### config.mk
export PLATFORM = sky130hd
export DESIGN_NAME = ccmd_ctrl
export DESIGN_NICKNAME = d
export VERILOG_FILES = /design/src/design/ccmd_pkg.sv /design/src/design/ccmd_ctrl.sv
export SDC_FILE = /design/constraint.sdc
export NUM_CORES = 1
export LEC_CHECK = 0
export ABC_AREA = 1
export BUFFER_PORTS_ARGS = -buffer_cell sky130_fd_sc_hd__clkbuf_2
export CAP_MARGIN = 20
export CORE_AREA = 5 5 42 44
export CTS_CLUSTER_DIAMETER = 50
export DETAILED_ROUTE_END_ITERATION = 10
export DIE_AREA = 0 0 47 49
export RECOVER_POWER = 50
export SYNTH_ARGS = -nofsm -noshare
export SYNTH_HDL_FRONTEND = slang
export SYNTH_SLANG_ARGS = --single-unit
### constraint.sdc
create_clock -name clock -period 1.3 [get_ports clock]
set_input_delay 0.065 -clock clock [delete_from_list [all_inputs] [get_ports clock]]
set_output_delay 0.065 -clock clock [all_outputs]
set_load 0.05 [all_outputs]
### src/design/ccmd_pkg.sv
package ccmd_pkg;

   // Line state codes
   localparam logic [2:0] ST_I  = 3'd0;
   localparam logic [2:0] ST_S  = 3'd1;
   localparam logic [2:0] ST_E  = 3'd2;
   localparam logic [2:0] ST_SC = 3'd3;
   localparam logic [2:0] ST_SM = 3'd4;
   localparam logic [2:0] ST_M  = 3'd5;

   // Bus transaction codes
   localparam logic [1:0] BUS_NONE = 2'd0;
   localparam logic [1:0] BUS_RD   = 2'd1;
   localparam logic [1:0] BUS_RDX  = 2'd2;
   localparam logic [1:0] BUS_UPD  = 2'd3;

   // Request kinds
   localparam logic [2:0] RQ_READ   = 3'd0;
   localparam logic [2:0] RQ_WRITE  = 3'd1;
   localparam logic [2:0] RQ_BUSRD  = 3'd2;
   localparam logic [2:0] RQ_BUSRDX = 3'd3;
   localparam logic [2:0] RQ_BUSUPD = 3'd4;
   localparam logic [2:0] RQ_DONE   = 3'd5;

   // Pending Dragon transaction kinds
   localparam logic [1:0] PEND_NONE     = 2'd0;
   localparam logic [1:0] PEND_RD_MISS  = 2'd1;
   localparam logic [1:0] PEND_WR_MISS  = 2'd2;
   localparam logic [1:0] PEND_WR_HIT   = 2'd3;

   localparam logic MODE_MSI    = 1'b0;
   localparam logic MODE_DRAGON = 1'b1;

   localparam int STAMP_W = 32;
   localparam int LSTATE_W = 3;

   typedef struct packed {
      logic [2:0]  req_type;
      logic [31:0] address;
      logic        copy_exist;
   } req_item_type;

   typedef struct packed {
      logic [1:0] bus_request;
      logic       hit;
      logic       victim_writeback;
      logic       snoop_flush;
      logic       shared_copy;
      logic [2:0] new_state;
   } rsp_item_type;

   typedef enum logic [1:0] {
      CTL_CLEAR,
      CTL_IDLE,
      CTL_LOOKUP
   } ctl_state_type;

   typedef struct packed {
      logic accept;
      logic commit;
      logic clear_wr;
   } ctl_cmd_type;

   typedef struct packed {
      logic clear_last;
      logic rsp_busy;
   } ctl_status_type;

endpackage

### src/design/ccmd_ctrl.sv
module ccmd_ctrl
   import ccmd_pkg::*;
(
   input  logic           clock,
   input  logic           reset,
   input  logic           req_valid,
   output logic           req_stall,
   input  logic           rsp_stall,
   input  ctl_status_type status,
   output ctl_cmd_type    cmd
);

   ctl_state_type state_ff, state_in;

   // Next state
   always_comb begin
      state_in = state_ff;
      unique case (state_ff)
         CTL_CLEAR: begin
            if (status.clear_last) state_in = CTL_IDLE;
         end
         CTL_IDLE: begin
            if (req_valid) state_in = CTL_LOOKUP;
         end
         CTL_LOOKUP: begin
            if (!status.rsp_busy || !rsp_stall) state_in = CTL_IDLE;
         end
         default: state_in = CTL_IDLE;
      endcase
   end

   // Outputs
   always_comb begin
      cmd = '0;
      req_stall = 1'b1;
      unique case (state_ff)
         CTL_CLEAR: begin
            cmd.clear_wr = 1'b1;
         end
         CTL_IDLE: begin
            req_stall = 1'b0;
            cmd.accept = req_valid;
         end
         CTL_LOOKUP: begin
            cmd.commit = !status.rsp_busy || !rsp_stall;
         end
         default: begin
            req_stall = 1'b1;
         end
      endcase
   end

   always_ff @(posedge clock) begin
      if (reset) begin
         state_ff <= CTL_CLEAR;
      end else begin
         state_ff <= state_in;
      end
   end

   a_accept_to_lookup: assert property (@(posedge clock) disable iff (reset)
      cmd.accept |=> state_ff == CTL_LOOKUP)
      else $error("accepted beat did not enter lookup");

   a_commit_slot_free: assert property (@(posedge clock) disable iff (reset)
      cmd.commit |-> !(status.rsp_busy && rsp_stall))
      else $error("commit while result slot is stalled");

   a_no_accept_in_clear: assert property (@(posedge clock) disable iff (reset)
      cmd.clear_wr |-> !cmd.accept && !cmd.commit)
      else $error("beat handled during clearing pass");

endmodule

==> impl_metrics.csv, run 1 <==
group,metric,value,unit
pwr,combPwrFrac,0.313,
logic_synthesis,yosys_register_bits,2,
min_path,min_from,"req_valid",
layout,postLayoutCoreUtil,0.160,
setup_path,worstPathArrival,1150,ps
pwr,power.switching,112,uW
global_routing,grt_pass1_vias,151,
setup_path,crit_type,"register to output port",
cts,ctsRootBufferMaster,"clkbuf_4",
logic_synthesis,synth.area.top_cells,"dfxtp_1 (33%), inv_1 (22%), nand2_1 (22%)",
setup_path,start_kind,"register",
route,drc_errors,0,
die,io_pins,10,
route,wl_per_cell,6.63,um
setup_path,r2r_slack,430,ps
pwr,sw_frac_of_total,0.363,
setup_path,critPathLaunch,"state_ff[1]",
setup_path,cp.required,1240,ps
cts,cts_sinks,2,
status,outcome,"completed",
die,rows,14,
global_routing,antenna_found_initial,0,
cts,clockBufferDepth,2,
timing,rsz0062_at_grt,"no",
die,die_area,2300,sq um
setup_path,cp_top_family,"buffers and inverters",
cts,cts_tree,"built",
setup_path,cpMostUsedCell,"inv_1",
route,drtAntennaViolNets,0,
global_routing,grt_max_degree,5,
pwr,p_int,196,uW
timing,final_max_slew_viol_count,0,
logic_synthesis,yosysSeqAreaShare,0.330,
pwr,power.total,308,uW
cts,cts_buffers,3,
timing,relSlewSlack,0.814,
placed_design,placed_area,194,sq um
layout,fillers,181,
route,viasPerCell,3.06,
setup_path,critPathBufInv,4,
cts,htree_num_levels,1,
layout,diodes,0,
logic_synthesis,yosys_most_used_dff,"dfxtp_1",
logic_synthesis,synth_cell_types,7,
timing,tightest_slew,280,ps
setup_path,max_stage_delay,300,ps
placed_design,dp_hpwl,285,um
flow_run,maxCapViolCount,0,
placed_design,portBuffers,9,
pwr,clkPwrFrac,0.452,
die,core,1400,sq um
global_routing,grt_pass1_wl,476,um
logic_synthesis,yosys.area.top_type_share,0.330,
die,die_y,49,um
timing,finalCritPeriodShare,0.937,
logic_synthesis,synth_area_per_cell,5.52,sq um
route,dr.pass1.iters,2,
layout,final_area,224,sq um
timing,fin_crit,1220,ps
logic_synthesis,synthTopCellsByCount,"inv_1 (7), nand2_1 (7), nor2_1 (3), dfxtp_1 (2)",
placed_design,gp_congestion,0.685,
logic_synthesis,synth_top_area_cell,"dfxtp_1",
timing,hold_viol_final,0,
setup_path,crit-reg2reg-launch,"state_ff[1]",
layout,drive_gt1_frac,0.371,
timing,setup_viol,0,
die,die_w,47,um
global_routing,overflow,0,
pwr,leakage,0.000145,uW
cts,cts_setup_buffers,0,
pwr,power_density,1370,nW/um^2
layout,largestRegisters,"state_ff: 2 flops",
setup_path,path_cells,"inv_1 > nand2_1 > inv_1 > nand2_1 > inv_1 > buf_2",
route,vias,156,
layout,largest_register,"state_ff",
layout,finalNetCount,43,
logic_synthesis,synthArstFlopShare,0,
global_routing,grt_util_all_layers,0.0351,
layout,area_growth,84.5,%
setup_path,path_max_fanout,3,
pwr,ir_worst_vdd,0.204,mV
timing,max_freq,0.821,GHz
layout,largest_reg_flops,2,
logic_synthesis,synth.cell_area,121,sq um
cts,path_clk_slew,30,ps
setup_path,critPathSlowestCell,"dfxtp_1",
route,drtIter0Drc,1,
logic_synthesis,syn_nets,28,
logic_synthesis,syn_inst,22,
logic_synthesis,synth_edf_count,0,
die,start_util,0.0866,
logic_synthesis,yosys_warnings,0,
min_path,hp-class,"input port to register",
setup_path,cp-end-kind,"output port",
cts,clock_latency,220,ps
pwr,pwr-share-seq,0.235,
timing,clock_skew,0.763,ps
route,routed_wl,338,um
## routing by layer
metal	part of all wire	track usage	wire length [um]
met4	0	0.0829	0
met3	0.12	0.0111	41
met2	0.50	0.0430	168
met5	0	0	0
met1	0.38	0.0218	128
## layout make-up
type / instances / area (sq um) / share of cell area
timing repair buffer: 10 / 55.1 / 0.246
tap: 16 / 20.0 / 0.0894
inverter: 7 / 26.3 / 0.117
sequential: 2 / 40.0 / 0.179
clock buffer: 3 / 22.5 / 0.101
multi-input combinational: 13 / 60.1 / 0.268
## placed cells by master, fill, tap and decap left out
cell           synthesis  layout
dlygate4sd3_1          0       1
buf_2                  0       1
o21bai_1               1       1
nor2_1                 3       3
dfxtp_1                2       2
nand2_1                7       7
nor3_2                 0       1
a21oi_1                1       1
clkbuf_2               0       8
inv_1                  7       7
clkbuf_4               0       3
## logic make-up (layout without fill, tap and decap cells)
kind of cell / after synthesis / in the layout / share of synthesized area
simple gates: 11 / 11 / 0.351
buf+inv: 7 / 20 / 0.217
compound gates: 2 / 2 / 0.103
flops: 2 / 2 / 0.330
## power by group through the flow
stage               Sequential, uW  Combinational [uW]  Clock (uW)
global placement              73.9                95.0           0
finish                        72.3                96.3         139
CTS                           73.2                98.7         150
global route                  72.8                 104         148
detailed placement            74.0                96.1           0
floorplan                     73.4                72.1           0
## through the flow
stage | setup slack [ps] | instances | hold slack [ps] | TNS [ps]
6_report | 82.5 | 51 | 113 | 0
5_1_grt | 32.8 | 51 | 129 | 0
4_1_cts | 29.0 | 51 | 107 | 0
3_5_place_dp | 281 | 47 | 242 | 0
3_3_place_gp | 288 | 47 | 244 | 0
2_1_floorplan | -14.4 | 22 | 134 | -14.4
## tightest hold or removal path, cell delays in order
cell	delay, ps
clkbuf_2	90
nand2_1	80
a21oi_1	60
## final timing paths
check | cells after the start | end
worst max-delay path | 6 | cmd[2]
worst min-delay path | 3 | state_ff[1]
worst max register to register | 6 | state_ff[0]
worst min register to register | 3 | state_ff[1]
## repair_timing
item | in CTS | in global routing
hold buffers | 1 | 0
hold endpoints to repair | 1 | 0
resized for setup | 0 | 1
setup endpoints to repair | 0 | 1
Note: power is estimated with default switching activity, not from simulation.
==> inputs of run 2 (changes only) <==
--- a/config.mk
+++ b/config.mk
@@ -6,12 +6,15 @@
 export NUM_CORES = 1
 export LEC_CHECK = 0
 export ABC_AREA = 1
-export BUFFER_PORTS_ARGS = -buffer_cell sky130_fd_sc_hd__clkbuf_2
 export CAP_MARGIN = 20
+export CELL_PAD_IN_SITES_DETAIL_PLACEMENT = 1
+export CELL_PAD_IN_SITES_GLOBAL_PLACEMENT = 1
 export CORE_AREA = 5 5 42 44
 export CTS_CLUSTER_DIAMETER = 50
 export DETAILED_ROUTE_END_ITERATION = 10
 export DIE_AREA = 0 0 47 49
+export DONT_BUFFER_PORTS = 1
+export PLACE_DENSITY_LB_ADDON = 0.1
 export RECOVER_POWER = 50
 export SYNTH_ARGS = -nofsm -noshare
 export SYNTH_HDL_FRONTEND = slang
==> run 2 against run 1 <==
Hold slack got worse by 88 ps. Clock power barely moved. Design area did not move. Cell count fell by 9.8%. Via count rose by 1.9%. Register-to-register slack got worse by 20 ps. First-iteration DRC count did not move. Combinational power rose by 8%. Setup slack improved by 59 ps. Global-route usage rose by 0.28 points. Wire length rose by 10%. Highest routed layer unchanged.
==> impl_metrics.csv, run 2 (synthesized netlist as in run 1, its figures left out) <==
group,metric,value,unit
timing,finalCritPeriodShare,0.891,
cts,path_clk_slew,30,ps
timing,setup_viol,0,
timing,rsz0062_at_grt,"no",
pwr,leakage,0.000129,uW
route,routed_wl,372,um
die,core,1400,sq um
pwr,power.total,315,uW
setup_path,path_max_fanout,3,
cts,htree_num_levels,1,
timing,tightest_slew,276,ps
placed_design,dp_hpwl,321,um
setup_path,critPathSlowestCell,"dfxtp_1",
timing,clock_skew,1.67,ps
setup_path,cp-end-kind,"output port",
setup_path,cp.required,1240,ps
pwr,ir_worst_vdd,0.338,mV
global_routing,overflow,0,
layout,largestRegisters,"state_ff: 2 flops",
cts,cts_tree,"built",
layout,final_cells,46,
min_path,hp-class,"input port to register",
global_routing,grt_max_degree,5,
pwr,power_density,1400,nW/um^2
layout,largest_reg_flops,2,
route,viasPerCell,3.46,
cts,clock_latency,220,ps
route,drtAntennaViolNets,0,
layout,finalNetCount,38,
placed_design,gp_congestion,0.653,
timing,fin_crit,1160,ps
timing,final_max_slew_viol_count,0,
die,start_util,0.0866,
setup_path,max_stage_delay,310,ps
global_routing,antenna_found_initial,0,
die,die_w,47,um
timing,relSlewSlack,0.816,
cts,cts_sinks,2,
layout,final_cell_mix,"inv_1 (7), nand2_1 (6), clkbuf_4 (3)",
route,drc_errors,0,
setup_path,crit_type,"register to output port",
cts,ctsRootBufferMaster,"clkbuf_4",
setup_path,cpMostUsedCell,"inv_1",
global_routing,grt_pass1_wl,586,um
layout,area_growth,84.5,%
layout,mostFrequentLayoutCell,"inv_1",
layout,diodes,0,
die,die_y,49,um
flow_run,maxCapViolCount,0,
layout,drive_gt1_frac,0.333,
die,rows,14,
global_routing,grt_pass1_vias,156,
timing,hold_viol_final,0,
timing,max_freq,0.863,GHz
route,wl_per_cell,8.09,um
layout,fillers,174,
cts,clockBufferDepth,2,
cts,cts_buffers,3,
route,dr.pass1.iters,2,
placed_design,portBuffers,0,
setup_path,worstPathArrival,1090,ps
setup_path,path_cells,"inv_1 > nand2_2 > inv_1 > nand2_1 > inv_1 > buf_12",
route,drtIter0Drc,1,
route,vias,159,
cts,cts_setup_buffers,0,
die,die_area,2300,sq um
die,io_pins,10,
global_routing,grt_util_all_layers,0.0380,
layout,largest_register,"state_ff",
status,outcome,"completed",
placed_design,dp_cells,42,
setup_path,start_kind,"register",
## run 2: cell count changes in the layout (fill, tap and decap cells not counted), sizes merged
cell	previous run	this run
clkbuf	11	4
buf	1	3
## run 2: power by group
group          total, uW  internal [uW]  switching [uW]
combinational        104           33.8            70.2
sequential          74.2           67.6            6.68
clock                136            102            34.6
## run 2: routing by layer
layer	global-route usage	vias up	wire length, um
met2	0.0498	8	185
met4	0.0276	0	0
met1	0.0372	70	143
met3	0.0332	0	43
met5	0	-	0
li1	-	81	-
## run 2: timing repair
| action | in CTS | in global routing |
|---|---|---|
| endpoints found under the hold margin | 2 | 0 |
| hold buffers | 1 | 0 |
| endpoints found under the setup margin | 0 | 1 |
| resized for setup | 0 | 1 |
## run 2: per-stage QoR
step | hold WS, ps | setup TNS, ps | area [sq um] | setup slack, ps | utilization
4_1_cts | 20.1 | 0 | 224 | 89.4 | 0.160
5_1_grt | 25.2 | 0 | 224 | 24.1 | 0.160
3_5_place_dp | 146 | 0 | 191 | 337 | 0.137
6_report | 24.9 | 0 | 224 | 141 | 0.160
2_1_floorplan | 134 | -14.4 | 129 | -14.4 | -
3_3_place_gp | 147 | 0 | 191 | 347 | 0.137
## run 2: final cells by class
type / count / area [sq um] / share of cell area
timing repair buffer: 5 / 50.0 / 0.223
sequential: 2 / 40.0 / 0.179
tap: 16 / 20.0 / 0.0894
inverter: 7 / 26.3 / 0.117
multi-input combinational: 13 / 65.1 / 0.291
clock buffer: 3 / 22.5 / 0.101
## run 2: worst max-delay path: cells and delay by family, from the launching register on
family,cells,cell delay (ps)
buffers and inverters,4,410
AND/OR/NAND/NOR,2,140
flip-flops,1,310
## run 2: path summary, 6_finish.rpt
| kind | cells after the start | slack, ps | end | startpoint |
|---|---|---|---|---|
| worst min-delay path | 2 | 20 | state_ff[1] | req_valid |
| worst min register to register | 3 | 670 | state_ff[1] | state_ff[0] |
| worst max-delay path | 6 | 140 | cmd[2] | state_ff[1] |
| worst max register to register | 7 | 410 | state_ff[0] | state_ff[1] |
